### config.mk
export PLATFORM = sky130hd
export DESIGN_NAME = tlge_cell_unit
export DESIGN_NICKNAME = d
export VERILOG_FILES = /design/src/rtl/tlge_pkg.sv /design/src/rtl/tlge_cell_unit.sv
export SDC_FILE = /design/constraint.sdc
export NUM_CORES = 1
export LEC_CHECK = 0
export ABC_AREA = 1
export BUFFER_PORTS_ARGS = -buffer_cell sky130_fd_sc_hd__buf_2
export CELL_PAD_IN_SITES_DETAIL_PLACEMENT = 1
export CELL_PAD_IN_SITES_GLOBAL_PLACEMENT = 1
export CORE_MARGIN = 2
export CORE_UTILIZATION = 24
export DETAILED_ROUTE_END_ITERATION = 6
export GPL_TIMING_DRIVEN = 0
export PLACE_DENSITY = 0.63
export SETUP_SLACK_MARGIN = 0.3
export SYNTH_ARGS = -nofsm -noshare
export SYNTH_HDL_FRONTEND = slang
export SYNTH_SLANG_ARGS = --single-unit
### constraint.sdc
create_clock -name i_clk -period 7.23 [get_ports i_clk]
set_clock_uncertainty 0.2 [all_clocks]
set_input_delay 0.3615 -clock i_clk [delete_from_list [all_inputs] [get_ports i_clk]]
set_output_delay 0.3615 -clock i_clk [all_outputs]
set_load 0.005 [all_outputs]
### src/rtl/tlge_pkg.sv
`timescale 1ns / 1ps

package tlge_pkg;

    localparam int ROWS    = 64;
    localparam int COLS    = 64;
    localparam int ROW_W   = $clog2(ROWS);
    localparam int COL_W   = $clog2(COLS);
    localparam int OP_W    = 2;
    localparam int IDX_W   = 6;
    localparam int GEN_W   = 32;
    localparam int COUNT_W = 13;
    localparam int SUM_W   = 4;

    localparam logic [SUM_W-1:0]   BIRTH_SUM = SUM_W'(3);
    localparam logic [SUM_W-1:0]   KEEP_SUM  = SUM_W'(4);
    localparam logic [COUNT_W-1:0] COUNT_MAX = {COUNT_W{1'b1}};

    typedef enum logic [OP_W-1:0] {
        OP_ADVANCE = 2'd0,
        OP_WRITE   = 2'd1,
        OP_CLEAR   = 2'd2,
        OP_READ    = 2'd3
    } t_op;

    typedef struct packed {
        logic clr;
        logic en;
    } t_cell_ctl;

endpackage

### src/rtl/tlge_cell_unit.sv
`timescale 1ns / 1ps

module tlge_cell_unit
    import tlge_pkg::*;
(
    input  logic               i_clk,
    input  logic               i_rst_n,
    input  t_cell_ctl          i_ctl,
    input  logic [2:0]         i_top,
    input  logic [2:0]         i_mid,
    input  logic [2:0]         i_bot,
    output logic               o_next,
    output logic [COUNT_W-1:0] o_live,
    output logic [COUNT_W-1:0] o_born,
    output logic [COUNT_W-1:0] o_died
);

    logic [SUM_W-1:0]   w_sum;
    logic               w_old;
    logic               w_next;
    logic [COUNT_W-1:0] r_live;
    logic [COUNT_W-1:0] r_born;
    logic [COUNT_W-1:0] r_died;

    assign w_sum = SUM_W'(i_top[0]) + SUM_W'(i_top[1]) + SUM_W'(i_top[2])
                 + SUM_W'(i_mid[0]) + SUM_W'(i_mid[1]) + SUM_W'(i_mid[2])
                 + SUM_W'(i_bot[0]) + SUM_W'(i_bot[1]) + SUM_W'(i_bot[2]);
    assign w_old  = i_mid[1];
    assign w_next = (w_sum == BIRTH_SUM) || (w_old && (w_sum == KEEP_SUM));

    always_ff @(posedge i_clk) begin
        if (!i_rst_n || i_ctl.clr) begin
            r_live <= '0;
            r_born <= '0;
            r_died <= '0;
        end else if (i_ctl.en) begin
            if (w_next && (r_live != COUNT_MAX)) begin
                r_live <= r_live + COUNT_W'(1);
            end
            if (w_next && !w_old && (r_born != COUNT_MAX)) begin
                r_born <= r_born + COUNT_W'(1);
            end
            if (!w_next && w_old && (r_died != COUNT_MAX)) begin
                r_died <= r_died + COUNT_W'(1);
            end
        end
    end

    assign o_next = w_next;
    assign o_live = r_live;
    assign o_born = r_born;
    assign o_died = r_died;

endmodule

# Word-level counts from Yosys, hierarchy flattened
# Cells that the tools add are included.
totals:
  inputBits: 13
  wordCells: 33
  out_inout_bits: 40
  register_bits: 39
classes:
  n_reduce_logical: 14
  n_addsub: 11
  eq_ne: 5
op_table:
  columns: ["op", "count"]
  rows:
  - ["adder 13 x 1 -> 13 bit (second input constant)", 3]
  - ["inequality test 13 bit (second input constant)", 3]
  - ["adder 4 x 1 -> 4 bit", 5]
  - ["logical AND 1 bit", 6]
  - ["AND reduction 2 bit", 3]
  - ["adder 3 x 1 -> 4 bit", 1]
  - ["equality test 4 x 2 -> 1 bit (second input constant)", 1]
  - ["equality test 4 x 3 -> 1 bit (second input constant)", 1]
  - ["adder 2 x 1 -> 3 bit", 1]
  - ["logical NOT 1 bit", 3]
  - ["adder 1 x 1 -> 2 bit", 1]
  - ["logical OR 1 bit", 2]

# Longest topological paths before layout
logic_depth:
  ltp_word: 15
  depth_mapped: 18
  ltp_nobuf: 18

# Worst setup path before layout
# OpenSTA, ideal clock, no wires.
synth_timing:
  path_kind: "input-to-reg"
  from: "input i_top[0]"
  to: "register r_live[2], in the netlist o_live[2]"
  arrival_ps: 3541
  setup_time_ps: 143
  required_ps: 6887
  setup_slack_ps: 3347
  n_path_buf: 1
  cell_stages: 16
  path_cell_list: "inv_1 fa_1 fa_1 fa_1 inv_1 fa_1 fa_1 nor2_1 nand2_1 nand2_1 nand3_4 nor2_4 nand2_1 buf_4 nand2_1 a21oi_1"
synth_between:
  elab_chain_len: 13
  elab_cells_between_ends: 14
  classes_between: "8 x add/sub; 2 x eq/ne; 4 x reduce/logical"
synth_rtl:
  columns: ["element", "line_no", "source"]
  rows:
  - ["start, declared", "tlge_cell_unit.sv:9", "input logic [2:0] i_top,"]
  - ["adder 1 x 1 -> 2 bit *", "tlge_cell_unit.sv:25", "assign w_sum = SUM_W'(i_top[0]) + SUM_W'(i_top[1]) + SUM_W'(i_top[2])"]
  - ["adder 2 x 1 -> 3 bit *", "tlge_cell_unit.sv:25", null]
  - ["adder 3 x 1 -> 4 bit *", "tlge_cell_unit.sv:26", "+ SUM_W'(i_mid[0]) + SUM_W'(i_mid[1]) + SUM_W'(i_mid[2])"]
  - ["adder 4 x 1 -> 4 bit * (2 in series)", "tlge_cell_unit.sv:26", null]
  - ["adder 4 x 1 -> 4 bit * (3 in series)", "tlge_cell_unit.sv:27", "+ SUM_W'(i_bot[0]) + SUM_W'(i_bot[1]) + SUM_W'(i_bot[2]);"]
  - ["equality test 4 x 3 -> 1 bit", "tlge_cell_unit.sv:29", "assign w_next = (w_sum == BIRTH_SUM) || (w_old && (w_sum == KEEP_SUM));"]
  - ["logical AND 1 bit", "tlge_cell_unit.sv:29", null]
  - ["logical OR 1 bit *", "tlge_cell_unit.sv:29", null]
  - ["logical AND 1 bit *", "tlge_cell_unit.sv:37", "if (w_next && (r_live != COUNT_MAX)) begin"]
  - ["AND reduction 2 bit (no line) *", null, null]
  - ["end signal, assigned", "tlge_cell_unit.sv:38", "r_live <= r_live + COUNT_W'(1);"]
  - ["end, declared", "tlge_cell_unit.sv:21", "logic [COUNT_W-1:0] r_live;"]
# Every way passes the cells marked *; elsewhere a longest branch is shown, timed or not.
# A chain may end at the register's enable or synchronous reset.

# Worst setup path after layout
layout_timing:
  from: "input i_top[0]"
  to: "output o_next"
layout_between:
  elab_chain_len: 11
  elab_cells_between_ends: 12
  classes_between: "8 x add/sub; 2 x eq/ne; 2 x reduce/logical"
layout_rtl:
  columns: ["element", "line_no", "source"]
  rows:
  - ["adder 1 x 1 -> 2 bit *", "tlge_cell_unit.sv:25", null]
  - ["adder 2 x 1 -> 3 bit *", "tlge_cell_unit.sv:25", null]
  - ["adder 3 x 1 -> 4 bit *", "tlge_cell_unit.sv:26", null]
  - ["adder 4 x 1 -> 4 bit * (2 in series)", "tlge_cell_unit.sv:26", null]
  - ["adder 4 x 1 -> 4 bit * (3 in series)", "tlge_cell_unit.sv:27", null]
  - ["equality test 4 x 3 -> 1 bit", "tlge_cell_unit.sv:29", null]
  - ["logical AND 1 bit", "tlge_cell_unit.sv:29", null]
  - ["logical OR 1 bit *", "tlge_cell_unit.sv:29", null]
  - ["end, declared", "tlge_cell_unit.sv:12", "output logic o_next,"]
# Marks and branches as above.

==> impl_metrics.csv <==
group,metric,value,unit
placed_design,preCtsSetupSlack,2.917,ns
yosys,synth-async-reset-ratio,0,%
route,vias_per_cell,4.481,
critical_path,cp.arrival,3.49,ns
power_and_ir_drop,leakage,0.001364,uW
timing,hold_viol,0,
global_routing,grt_pass1_vias,2547,
final_layout,area_delta_synth_final,20.32,%
final_layout,antennaDiodeCount,0,
clocking,root_buffer,"clkbuf_8",
job,drv_cap,0,
hold_path,min_path_cells,3,
yosys,ys_ff_latch,39,
timing,tns,0,ns
timing,finalSetupViolCount,0,
timing,fin_ws,3.178,ns
route,drc,0,
timing,slew_violations,0,
timing,finalCriticalPeriod,4.052,ns
clocking,clkSinkCount,39,
floorplan,die-area,0.01168,mm^2
clocking,clockBufferDepth,2,
critical_path,ff2ff_path_depth,7,
timing,worst_pin_slew,0.6923,ns
floorplan,die_h,108.1,um
clocking,cts_tree,"built",
critical_path,crit_buf_inv,5,
outcome,status,"finished, final reports clean",
global_routing,track_usage,12.95,%
yosys,synth-edff-count,0,
final_layout,mostFrequentLayoutCells,"99 x nand2_1, 55 x nor2_1, 51 x buf_2",
yosys,synth_ff_type,"dfxtp_1",
yosys,yosys_warnings,0,
global_routing,grt_antenna_before_repair,0,
route,wl_per_cell,12.34,um
timing,max_freq,0.2468,GHz
power_and_ir_drop,netSwitchingFraction,32.11,%
power_and_ir_drop,p_sw,173.5,uW
yosys,yosysSeqAreaShare,30.04,%
critical_path,worst_path_max_delay_cell,"fa_1",
clocking,htree_levels,2,
power_and_ir_drop,p_comb_share,24.9,%
power_and_ir_drop,vdd.ir_drop.worst,0.06323,mV
clocking,cts-resized-gates,0,
power_and_ir_drop,intPower,366.8,uW
power_and_ir_drop,clkPwrFrac,33.9,%
yosys,synth_fp_nets,405,
yosys,avgSynthCellArea,6.803,um^2
critical_path,endpoint_kind,"output port",
floorplan,initial_core_util,24.95,%
floorplan,die_x,108.1,um
route,num_vias,2581,
route,wl_met2,3475,um
yosys,synthCells,382,
route,wl_met1,3320,um
critical_path,path_common_cell,"fa_1",
clocking,post_cts_buffers,0,
placed_design,place_hpwl,5536,um
critical_path,worstPathRequired,6.67,ns
critical_path,crit_family,"adder cells",
route,drtIter0Drc,50,
route,maxUsedRoutingLayer,"met4",
power_and_ir_drop,seq_power_share,41.2,%
critical_path,crit_cells,14,
route,dr.pass1.iters,4,
timing,period_share,56.04,%
final_layout,drive_above_1_share,22.73,%
final_layout,final_nets,463,
global_routing,grt_pass1_wl,12190,um
hold_path,hp-class,"input pin to flip-flop",
clocking,clk_pin_slew_worst_paths,0.08,ns
clocking,clkLatencyLatePin,0.30,ns
global_routing,grt_overflow,0,
critical_path,max_stage_delay,0.54,ns
route,routed-wl-met3,214,um
placed_design,portBuffers,51,
power_and_ir_drop,power_density,172.8,mW/mm^2
timing,rsz0062_at_grt,"no",
floorplan,core,0.01042,mm^2
timing,maxSlewHeadroom,53.85,%
yosys,yosysUniqueCellTypes,31,
floorplan,io_pins,53,
critical_path,worstSetupPathType,"input pin to output port",
critical_path,critPathLaunchType,"input pin",
critical_path,crit_fanout,6,
floorplan,num_rows,37,
final_layout,final_common_cell,"nand2_1",
critical_path,crit_path_cell_trace,"buf_2 -> inv_1 -> fa_1 -> fa_1 -> fa_1 -> inv_1 -> fa_1 -> fa_1 -> nor2_1 -> nand2_1 -> nand2_1 -> nand3_4 -> inv_1 -> buf_2",
route,ant_nets,0,
global_routing,grt_max_degree,12,
route,wl,7105,um
clocking,cts_inserted_buffers,5,
clocking,hold_buffers,0,
yosys,netlist_area,0.002599,mm^2
placed_design,gp_congestion,0.7593,
==> cell usage after synthesis (all sizes together) (4+ instances only) <==
master	count	share of area (%)
buf	5	2.1
inv	46	6.6
nor2	61	10
xor2	9	3.0
nand2	110	17
xnor2	6	2.0
a21oi	26	6.5
nor3	4	0.77
nand3	41	8.6
ha	5	2.4
dfxtp	39	30
nand4	12	3.1
fa	5	3.9
clkbuf	6	2.0
==> flip-flops by register name, summed over array words and instances, names as in the netlist <==
name	count
o_live	13
o_born	13
o_died	13
==> worst min-delay path: cells and delay by family <==
kind | cells | cell delay (ns)
buffers and inverters | 1 | 0.14
AND/OR/NAND/NOR | 1 | 0.08
AO/OA/AOI/OAI | 1 | 0.06
==> layout make-up <==
cell class,instances,area [um^2]
Fill cell,1342,7289
Multi-Input combinational cell,286,1539
Sequential cell,39,780.7
Timing Repair Buffer,51,255.2
Inverter,46,172.7
Tap cell,136,170.2
Buffer,11,106.4
Clock buffer,6,72.57
Clock inverter,1,30.03
==> metrics by stage <==
step / power (uW) / std cells / hold WS (ns) / cell area [um^2] / util (%)
after floorplan: 324.2 / 382 / 0.2600 / 2599 / -
after global placement: 359.1 / 569 / 0.2661 / 3024 / 29.03
after detailed placement: 365.0 / 569 / 0.2878 / 3024 / 29.03
after CTS: 550.6 / 576 / 0.1785 / 3127 / 30.02
after global routing: 574.7 / 576 / 0.2027 / 3127 / 30.02
final: 540.3 / 576 / 0.1883 / 3127 / 30.02
==> cell families after synthesis <==
family	Yosys count	synth area share, %
simple gates	232	40.83
buf+inv	57	10.74
flops	39	30.04
compound gates	29	7.078
xor+xnor	15	5.056
fa+ha+maj	10	6.259
==> path summary, 6_finish.rpt <==
check,startpoint,to,slack [ns]
setup / recovery,i_top[0],o_next,3.18
hold / removal,i_ctl[0],o_born[1],0.19
setup reg to reg,o_live[0],o_live[3],5.15
hold reg to reg,o_live[12],o_live[12],0.30
==> routing by layer <==
metal  GRT usage (%)  up-vias
li1                -     1318
met2           22.10       34
met1           16.45     1224
met3           2.471        5
met4           4.121        0
met5               0        -
==> power groups by stage <==
stage          registers (uW)  clock network, uW  logic, uW
4_1_cts                   223                190        138
3_3_place_gp              228                  0        131
2_1_floorplan             227                  0       97.3
3_5_place_dp              228                  0        137
6_report                  223                183        134
5_1_grt                   224                198        153
Note: power is estimated with default switching activity, not from simulation.
