===== config.mk =====
export PLATFORM = sky130hd
export DESIGN_NAME = tlge_ram
export DESIGN_NICKNAME = d
export VERILOG_FILES = /design/src/rtl/tlge_ram.sv
export SDC_FILE = /design/constraint.sdc
export NUM_CORES = 1
export LEC_CHECK = 0
export BUFFER_PORTS_ARGS = -buffer_cell sky130_fd_sc_hd__buf_4
export CAP_MARGIN = 20
export CORE_AREA = 4 4 129 131
export CTS_BUF_LIST = sky130_fd_sc_hd__clkbuf_8
export DETAILED_ROUTE_END_ITERATION = 6
export DIE_AREA = 0 0 133 135
export MAX_ROUTING_LAYER = met4
export PLACE_DENSITY = 0.58
export SLEW_MARGIN = 5
export SYNTH_ARGS = -nofsm -noshare
export SYNTH_HDL_FRONTEND = slang
export SYNTH_SLANG_ARGS = --single-unit
export TNS_END_PERCENT = 100

===== constraint.sdc =====
create_clock -name i_clk -period 3.7 [get_ports i_clk]
set_input_delay 0.37 -clock i_clk [delete_from_list [all_inputs] [get_ports i_clk]]
set_output_delay 0.37 -clock i_clk [all_outputs]
set_load 0.01 [all_outputs]

===== src/rtl/tlge_ram.sv =====
`timescale 1ns / 1ps

module tlge_ram #(
    parameter int WIDTH = 8,
    parameter int DEPTH = 16
) (
    input  logic                     i_clk,
    input  logic                     i_we,
    input  logic [$clog2(DEPTH)-1:0] i_waddr,
    input  logic [WIDTH-1:0]         i_wdata,
    input  logic [$clog2(DEPTH)-1:0] i_raddr,
    output logic [WIDTH-1:0]         o_rdata
);

    logic [WIDTH-1:0] r_mem [DEPTH];
    logic [WIDTH-1:0] r_rdata;

    always_ff @(posedge i_clk) begin
        if (i_we) begin
            r_mem[i_waddr] <= i_wdata;
        end
        r_rdata <= r_mem[i_raddr];
    end

    assign o_rdata = r_rdata;

endmodule


[Yosys cells after proc, flatten, opt, wreduce, memory -nomap -nowiden]
Memory sizes are Yosys's and may differ from the RTL's. A register that Yosys moved wholly into a read port is not among the register bits.
Cells that the tools add are included.
Storage, ports and cells
  logic and storage cells: 3
  input bits: 18
  register bits: 0
  memories kept: 1
  memory bits (writable): 128
Memory list
  r_mem: words 16, width 8, rd ports 1, clocked after memory_dff 1, wr ports 1, line 15  | logic [WIDTH-1:0] r_mem [DEPTH];
Cells by class
  muxes and demuxes: 2
Operators with widths (count)
  two-way mux 1 bit: 2

[Depth between registers and ports, before layout]
Gate-level depths: netlist (run 1).
  depth in word-level cells: 2
  depth in mapped cells: 5
  mapped depth without buffers: 3

[Least setup slack after synthesis (run 1)]
OpenSTA, ideal clock, no wires.
  path kind: input to register
  start: input port i_waddr[2]
  end: memory r_mem[0][0] (enable)
  setup slack: 1837 ps
  setup time: 383 ps
  cell stages on the path: 2
  arrival: 1480 ps
  buffers on the path: 0
  cells stage by stage: or3b_2 > nor3_1
RTL lines
  from (decl): line 9  | input logic [$clog2(DEPTH)-1:0] i_waddr,
  to (decl): line 15
Straight into the memory's write port.

[Worst setup path in the final report (run 1)]
  start: input port i_waddr[2]
  end: memory r_mem[1][6] (enable)
Straight into the memory's write port.

==> implementation parameters, run 1 <==
Parameter                              Value

Outcome
  Result of the run    complete, no violations

Clock tree
  Clock Path Buffers    2
  Gates resized, CTS repair    0
  TritonCTS clock tree    yes
  H-Tree Level Count    4
  Clk root buf    sky130_fd_sc_hd__clkbuf_8
  Clock-pin slew on the worst setup and hold paths    0.07 ns
  Setup Fix Bufs, Post-CTS    0
  Number of hold-repair buffers added at the cts stage    0
  Clock buffer count from CTS    17
  Total clock sinks    136
  Clock latency of the later-clocked register in the worst-skew pair    0.42 ns

GRT
  Number of global-route vias before repair    2426
  Overflow after GRT    0
  Wire length of the first global-routing pass    15500 um
  Antenna violations before repair    0
  Maximum number of pins on one net before global-route repair    33
  Overall Global Routing Usage    0.124

Power and ir drop
  Leakage dissipation    1.96 nW
  Clock share of power    0.420
  Design internal power    0.00263 W
  Sw Share    0.197
  Share of power burned in combinational logic    0.050
  Switching power of the nets    0.000646 W
  Areal power density over the cells    544 nW/um2
  Sequential group share of total power    0.529
  Worst IR drop on VDD    0.261 mV

Logic synthesis
  Synthesized netlist net count    247
  Seq/Total Area, Yosys    0.778
  Count of mapped cells out of synthesis    229
  Synth Warn #    0
  Count of different cell masters after synthesis    19
  Syn Area/Cell    22.5 um2
  Netlist Area Pre-Place    5150 um2
  Share of flip-flops with an asynchronous set or reset    0
  Most used flip-flop cell after synthesis    sky130_fd_sc_hd__edfxtp_1
  Register bit count reported by yosys    136
  Number of synthesized flops with an enable pin    128

Floorplan
  Area inside the core boundary    15600 um2
  Die Ht    135 um
  Initial cell density of the core    0.330
  Number of top-level pins    26
  Die footprint    18000 um2
  Placement row count    46
  Die boundary width    133 um

Routing
  Detail-routed net length per standard cell    20.3 um
  Detailed Route Iter0 Violations    158
  Vias after detailed routing    2325
  Detailed Route WL    10100 um
  Total DRC errors in the routed layout    0
  Antenna Violating Nets Remaining    0
  Vias per cell    4.69
  Number of detailed-route iterations in the first pass    4

Layout
  Area Growth Syn to Fin    16.8%
  Number of antenna cells inserted    0
  Fraction of final layout cells sized beyond drive strength 1    0.279
  FILL cells    1400
  Fin nets    285
  Post-route standard cell area excluding fillers    6010 um2
  Multi-input gate area in the final layout    1060 um2
  Sequential cell area    4000 um2

STA
  Final Max Slew Viols    0
  Setup repair after global routing missed its margin    no
  Post-route setup TNS    0 ns
  Hold Slack    0.254 ns
  Final setup fails    0
  Maximum frequency from static timing analysis    610 MHz
  Hold Fails Final Rpt    0
  Setup Skew    0.00919 ns
  Slew at the pin closest to its max-slew limit    0.919 ns
  Max transition margin    0.385
  Shortest period the worst path allows    1.64 ns
  Final critical-path share of the clock period    0.443

Run
  Maxcap violations    0

Critical path
  Cell with the largest stage delay on the worst path    sky130_fd_sc_hd__nor2_1
  Worst reg2reg path depth    3
  Crit path DAT    1.69 ns
  CP Data Required Time    3.75 ns
  Largest stage delay on the critical path    0.69 ns
  Endpoint of the worst register-to-register path    o_rdata[7]
  Worst-path fanout max    8
  Critical Path End Type    register
  Element type at the critical path start    input pin
  R2R Path Start    r_mem[3][7]
  Reg-to-reg slack, setup    2.33 ns
  Critical path cell sequence    buf_4, or3b_2, nor2_1
  Critical setup path kind    in -> reg

Min path
  WHS Endpoint    r_mem[1][3]
  Worst Hold Depth    1
  Hold Startpoint    i_wdata[3]
  Class of the tightest hold or removal check    in -> reg

Place
  Cell Area, Placed    5550 um2
  Detail Placement HPWL    6430 um
  Placer's final routability congestion estimate    0.728
  Number of buffer cells added on primary ports    25
## placed cells by master (no fill, tap or decap)
| master | instances |
|---|---|
| sky130_fd_sc_hd__buf_4 | 29 |
| sky130_fd_sc_hd__and2_1 | 1 |
| sky130_fd_sc_hd__nand2_1 | 9 |
| sky130_fd_sc_hd__and2b_1 | 1 |
| sky130_fd_sc_hd__mux4_1 | 14 |
| sky130_fd_sc_hd__nor3_1 | 4 |
| sky130_fd_sc_hd__edfxtp_1 | 128 |
| sky130_fd_sc_hd__mux4_2 | 18 |
| sky130_fd_sc_hd__a22oi_1 | 16 |
| sky130_fd_sc_hd__clkinv_4 | 2 |
| sky130_fd_sc_hd__clkbuf_8 | 19 |
| sky130_fd_sc_hd__nor2b_1 | 1 |
| sky130_fd_sc_hd__bufinv_16 | 5 |
| sky130_fd_sc_hd__nand3_1 | 1 |
| sky130_fd_sc_hd__nand3b_1 | 2 |
| sky130_fd_sc_hd__dfxtp_1 | 8 |
| sky130_fd_sc_hd__clkinvlp_4 | 2 |
| sky130_fd_sc_hd__or3b_2 | 1 |
| sky130_fd_sc_hd__clkinv_1 | 2 |
| sky130_fd_sc_hd__clkinv_2 | 2 |
| sky130_fd_sc_hd__nand2b_1 | 2 |
| sky130_fd_sc_hd__nor2_1 | 13 |
## registers in the layout, indices dropped and copies added (netlist names)
name	flops
o_rdata	8
r_mem	128
## cell type report
type / instances / area share
multi-input cells: 83 / 0.176
well taps: 216 / 0.0450
flip-flops and latches: 136 / 0.666
clock inverters: 13 / 0.0333
repair buffers: 29 / 0.0362
clock buffers: 19 / 0.0435
## kinds of logic (layout without fill, tap and decap cells)
group / after synthesis / in the layout / synth area share
AO/OA/AOI/OAI: 16 / 16 / 0.0233
buffers and inverters: 10 / 61 / 0.0168
flip-flops: 136 / 136 / 0.778
multiplexers: 32 / 32 / 0.150
AND/OR/NAND/NOR: 35 / 35 / 0.0318
## synthesized netlist by cell type (2+ instances only)
| master | n | share of area |
|---|---|---|
| sky130_fd_sc_hd__a22oi_1 | 16 | 0.023 |
| sky130_fd_sc_hd__clkdlybuf4s25_2 | 3 | 0.0058 |
| sky130_fd_sc_hd__nand3b_1 | 2 | 0.0029 |
| sky130_fd_sc_hd__dfxtp_1 | 8 | 0.031 |
| sky130_fd_sc_hd__mux4_2 | 18 | 0.079 |
| sky130_fd_sc_hd__buf_2 | 3 | 0.0029 |
| sky130_fd_sc_hd__nor3_1 | 4 | 0.0039 |
| sky130_fd_sc_hd__nand2b_1 | 2 | 0.0024 |
| sky130_fd_sc_hd__buf_6 | 3 | 0.0066 |
| sky130_fd_sc_hd__nor2_1 | 13 | 0.0095 |
| sky130_fd_sc_hd__mux4_1 | 14 | 0.071 |
| sky130_fd_sc_hd__edfxtp_1 | 128 | 0.75 |
| sky130_fd_sc_hd__nand2_1 | 9 | 0.0066 |
## routing by layer
layer | wire length [um] | global-route usage | vias to the layer above
li1 | - | - | 1050
met1 | 4440 | 0.166 | 1187
met2 | 4990 | 0.188 | 83
met3 | 595 | 0.0306 | 5
met4 | 65 | 0.0381 | 0
met5 | 0 | - | -
## how the worst max path moves through the flow
stage | startpoint | to | slack, ns | depth (start not counted)
2_1_floorplan | i_waddr[2] | r_mem[0][0] | 1.84 | 2
3_3_place_gp | i_waddr[2] | r_mem[2][6] | 1.62 | 3
3_5_place_dp | i_waddr[2] | r_mem[1][6] | 1.57 | 3
4_1_cts | i_waddr[2] | r_mem[1][3] | 2.03 | 3
5_1_grt | i_waddr[2] | r_mem[1][3] | 1.98 | 3
6_report | i_waddr[2] | r_mem[1][6] | 2.06 | 3
## per-stage QoR
step / utilization / setup WS (ns) / power, W / instances
after floorplan: - / 1.84 / 0.00185 / 229
after global placement: 0.355 / 1.62 / 0.00193 / 463
after detailed placement: 0.356 / 1.57 / 0.00194 / 464
after CTS: 0.385 / 2.03 / 0.00330 / 496
after global routing: 0.385 / 1.98 / 0.00339 / 496
final: 0.385 / 2.06 / 0.00327 / 496
## power groups by stage
| stage | combinational [W] | clock (W) | sequential [W] |
|---|---|---|---|
| final | 0.000165 | 0.00138 | 0.00173 |
| after global routing | 0.000180 | 0.00148 | 0.00173 |
| after CTS | 0.000170 | 0.00140 | 0.00173 |
| after detailed placement | 0.000169 | 0 | 0.00177 |
| after global placement | 0.000166 | 0 | 0.00177 |
| after floorplan | 0.0000874 | 0 | 0.00177 |
## critical path, delay by kind of cell
| kind | cells | cell delay, ns |
|---|---|---|
| simple gates | 2 | 1.19 |
| buf+inv | 1 | 0.12 |
Power figures use the tool's default switching activity.
==> run 2, diff against run 1 <==
- ABC_AREA: not set -> 1
- CORE_AREA: 4 4 129 131 -> 4 4 136 138
- DIE_AREA: 0 0 133 135 -> 0 0 140 142
- clock period: 3.7 -> 1.6 ns (I/O delays scaled with it)
==> run 2 against run 1 <==
  * Sequential share of layout area fell by 7.3 points
  * Combinational power rose to 3.2 times the previous value
  * Clock skew rose by 0.00053 ns
  * Largest power group unchanged
  * Highest routed layer unchanged
==> implementation parameters, run 2 <==
Parameter                              Value

GRT
  Overflow after GRT    0 (unchanged)
  Wire length of the first global-routing pass    20400 um (was 15500 um)
  Number of global-route vias before repair    3608 (was 2426)
  Overall Global Routing Usage    0.141 (was 0.124)
  Maximum number of pins on one net before global-route repair    65 (was 33)
  Antenna violations before repair    0 (unchanged)

Clock tree
  H-Tree Level Count    4 (unchanged)
  Clock-pin slew on the worst setup and hold paths    0.07 ns (about the same)
  TritonCTS clock tree    yes (unchanged)
  Setup Fix Bufs, Post-CTS    0 (unchanged)
  Number of hold-repair buffers added at the cts stage    0 (unchanged)
  Clock Path Buffers    2 (unchanged)
  Gates resized, CTS repair    0 (unchanged)
  Clock buffer count from CTS    17 (unchanged)
  Total clock sinks    136 (unchanged)
  Clock latency of the later-clocked register in the worst-skew pair    0.45 ns (was 0.42 ns)
  Clk root buf    sky130_fd_sc_hd__clkbuf_8 (unchanged)

Routing
  Vias after detailed routing    3733 (was 2325)
  Total met2 wirelength after detailed routing    5950 um (was 4990 um)
  Routed met1 length    6020 um (was 4440 um)
  Detail-routed net length per standard cell    15.6 um (was 20.3 um)
  Detailed Route WL    12900 um (was 10100 um)
  Top routing layer in use    met4 (unchanged)
  Met3 wire length    656 um (was 595 um)
  Vias per cell    4.50 (was 4.69)
  Antenna Violating Nets Remaining    0 (unchanged)
  Number of detailed-route iterations in the first pass    5 (was 4)
  Detailed Route Iter0 Violations    280 (was 158)
  Total DRC errors in the routed layout    0 (unchanged)

STA
  Setup repair after global routing missed its margin    no (unchanged)
  Shortest period the worst path allows    1.14 ns
  Post-route setup TNS    0 ns (unchanged)
  Slew at the pin closest to its max-slew limit    0.556 ns (was 0.919 ns)
  Final critical-path share of the clock period    0.715
  Final setup fails    0 (unchanged)
  Hold Fails Final Rpt    0 (unchanged)
  Max transition margin    0.629 (was 0.385)
  Setup Skew    0.00972 ns (was 0.00919 ns)
  Final Max Slew Viols    0 (unchanged)
  Maximum frequency from static timing analysis    874 MHz

Layout
  Largest register by flop count    r_mem (unchanged)
  Most common cell after layout, fill and taps aside    sky130_fd_sc_hd__nand2_1 (was sky130_fd_sc_hd__edfxtp_1)
  Fraction of final layout cells sized beyond drive strength 1    0.131 (was 0.279)
  Area Growth Syn to Fin    17.1% (was 16.8%)
  Most frequent cells in the layout    sky130_fd_sc_hd__nand2_1 (173), sky130_fd_sc_hd__edfxtp_1 (128), sky130_fd_sc_hd__inv_1 (101) (was sky130_fd_sc_hd__edfxtp_1 (128), sky130_fd_sc_hd__buf_4 (29), sky130_fd_sc_hd__clkbuf_8 (19))
  Fin nets    610 (was 285)
  Number of antenna cells inserted    0 (unchanged)
  Number of flip-flops in the largest register    128 (unchanged)
  FILL cells    1684 (was 1400)

Logic synthesis
  Share of flip-flops with an asynchronous set or reset    0 (unchanged)
  Cell taking the most area after synthesis    sky130_fd_sc_hd__edfxtp_1 (unchanged)
  Seq/Total Area, Yosys    0.694 (was 0.778)
  Count leader, synth    sky130_fd_sc_hd__nand2_1 (was sky130_fd_sc_hd__edfxtp_1)
  Netlist Area Pre-Place    5770 um2 (was 5150 um2)
  Cells taking the most area after synthesis    sky130_fd_sc_hd__edfxtp_1 (67%), sky130_fd_sc_hd__nand2_1 (11%), sky130_fd_sc_hd__nand3_1 (8.4%) (was sky130_fd_sc_hd__edfxtp_1 (75%), sky130_fd_sc_hd__mux4_2 (7.9%), sky130_fd_sc_hd__mux4_1 (7.1%))
  Most numerous cell types in the synthesized netlist    sky130_fd_sc_hd__nand2_1 (173), sky130_fd_sc_hd__edfxtp_1 (128), sky130_fd_sc_hd__inv_1 (100), sky130_fd_sc_hd__nand3_1 (97), sky130_fd_sc_hd__nor2_1 (17) (was sky130_fd_sc_hd__edfxtp_1 (128), sky130_fd_sc_hd__mux4_2 (18), sky130_fd_sc_hd__a22oi_1 (16), sky130_fd_sc_hd__mux4_1 (14), sky130_fd_sc_hd__nor2_1 (13))
  Count of different cell masters after synthesis    12 (was 19)
  Synth Warn #    0 (unchanged)
  Count of mapped cells out of synthesis    551 (was 229)
  Most used flip-flop cell after synthesis    sky130_fd_sc_hd__edfxtp_1 (unchanged)
  Number of synthesized flops with an enable pin    128 (unchanged)
  Area share of the largest cell type after synthesis    0.667 (was 0.747)
  Syn Area/Cell    10.5 um2 (was 22.5 um2)
  Register bit count reported by yosys    136 (unchanged)
  Synthesized netlist net count    569 (was 247)

Min path
  Class of the tightest hold or removal check    in -> reg (unchanged)

Outcome
  Result of the run    complete, no violations (unchanged)

Place
  Detail Placement HPWL    8320 um (was 6430 um)
  Placer's final routability congestion estimate    0.790 (was 0.728)
  Number of buffer cells added on primary ports    25 (unchanged)

Critical path
  CP Buf/Inv Count    1 (unchanged)
  Largest stage delay on the critical path    0.40 ns (was 0.69 ns)
  Critical path cell sequence    buf_4 (was buf_4, or3b_2, nor2_1)
  Cell with the largest stage delay on the worst path    sky130_fd_sc_hd__dfxtp_1 (was sky130_fd_sc_hd__nor2_1)
  Worst-path fanout max    1 (was 8)
  CP Data Required Time    1.44 ns (was 3.75 ns)
  Crit path DAT    0.98 ns (was 1.69 ns)
  Critical Path End Type    primary output (was register)
  Element type at the critical path start    register (was input pin)
  Critical setup path kind    reg -> out (was in -> reg)
  CP top delay family    flip-flops (was simple AND/OR/NAND/NOR gates)

Run
  Maxcap violations    0 (unchanged)

Floorplan
  Placement row count    48 (was 46)
  Die boundary width    140 um (was 133 um)
  Die footprint    19900 um2 (was 18000 um2)
  Number of top-level pins    26 (unchanged)
  Die Ht    142 um (was 135 um)
  Area inside the core boundary    17200 um2 (was 15600 um2)
  Initial cell density of the core    0.336 (was 0.330)

Power and ir drop
  Total chip power    0.00785 W (was 0.00327 W)
  Areal power density over the cells    1160 nW/um2 (was 544 nW/um2)
  Leakage dissipation    2.90 nW (was 1.96 nW)
  Worst IR drop on VDD    0.534 mV (was 0.261 mV)
## run 2: final timing paths
check | from | end | slack, ns | depth (start not counted)
worst max-delay path | o_rdata[5] | o_rdata[5] | 0.46 | 1
worst min-delay path | i_raddr[3] | o_rdata[4] | 0.04 | 3
worst max register to register | r_mem[9][5] | o_rdata[5] | 0.56 | 6
worst min register to register | r_mem[11][4] | o_rdata[4] | 0.69 | 6
## run 2: routing by layer
| metal | up-vias | GRT usage |
|---|---|---|
| li1 | 1851 | - |
| met1 | 1743 | 0.188 |
| met2 | 120 | 0.209 |
| met3 | 19 | 0.0329 |
| met4 | 0 | 0.0597 |
| met5 | - | - |
## run 2: area by class of cell
type,instances,area (um2),share of cell area
multi-input combinational,289,1210,0.180
sequential,136,4000,0.593
clock inverter,14,229,0.0339
tap,225,282,0.0417
timing repair buffer,46,395,0.0585
clock buffer,18,248,0.0367
inverter,102,383,0.0567
## run 2: where the power goes
group	switching, W	internal [W]
Sequential	0.0000311	0.00398
Combinational	0.000345	0.000176
Clock	0.00128	0.00204
## run 2: kinds of logic (layout without fill, tap and decap cells)
kind of cell | Yosys count | in the layout | synth area share
AND/OR/NAND/NOR | 289 | 289 | 0.210
flip-flops | 136 | 136 | 0.694
buffers and inverters | 126 | 180 | 0.0952
## run 2: metrics by stage
step	hold slack [ns]	cells	setup WS, ns	util	instance area (um2)
floorplan	0.259	551	0.489	-	5770
global placement	0.498	798	0.223	0.365	6280
detailed placement	0.491	798	0.214	0.365	6280
CTS	0.0145	830	0.417	0.393	6750
global route	0.0175	830	0.391	0.393	6750
finish	0.0432	830	0.456	0.393	6750
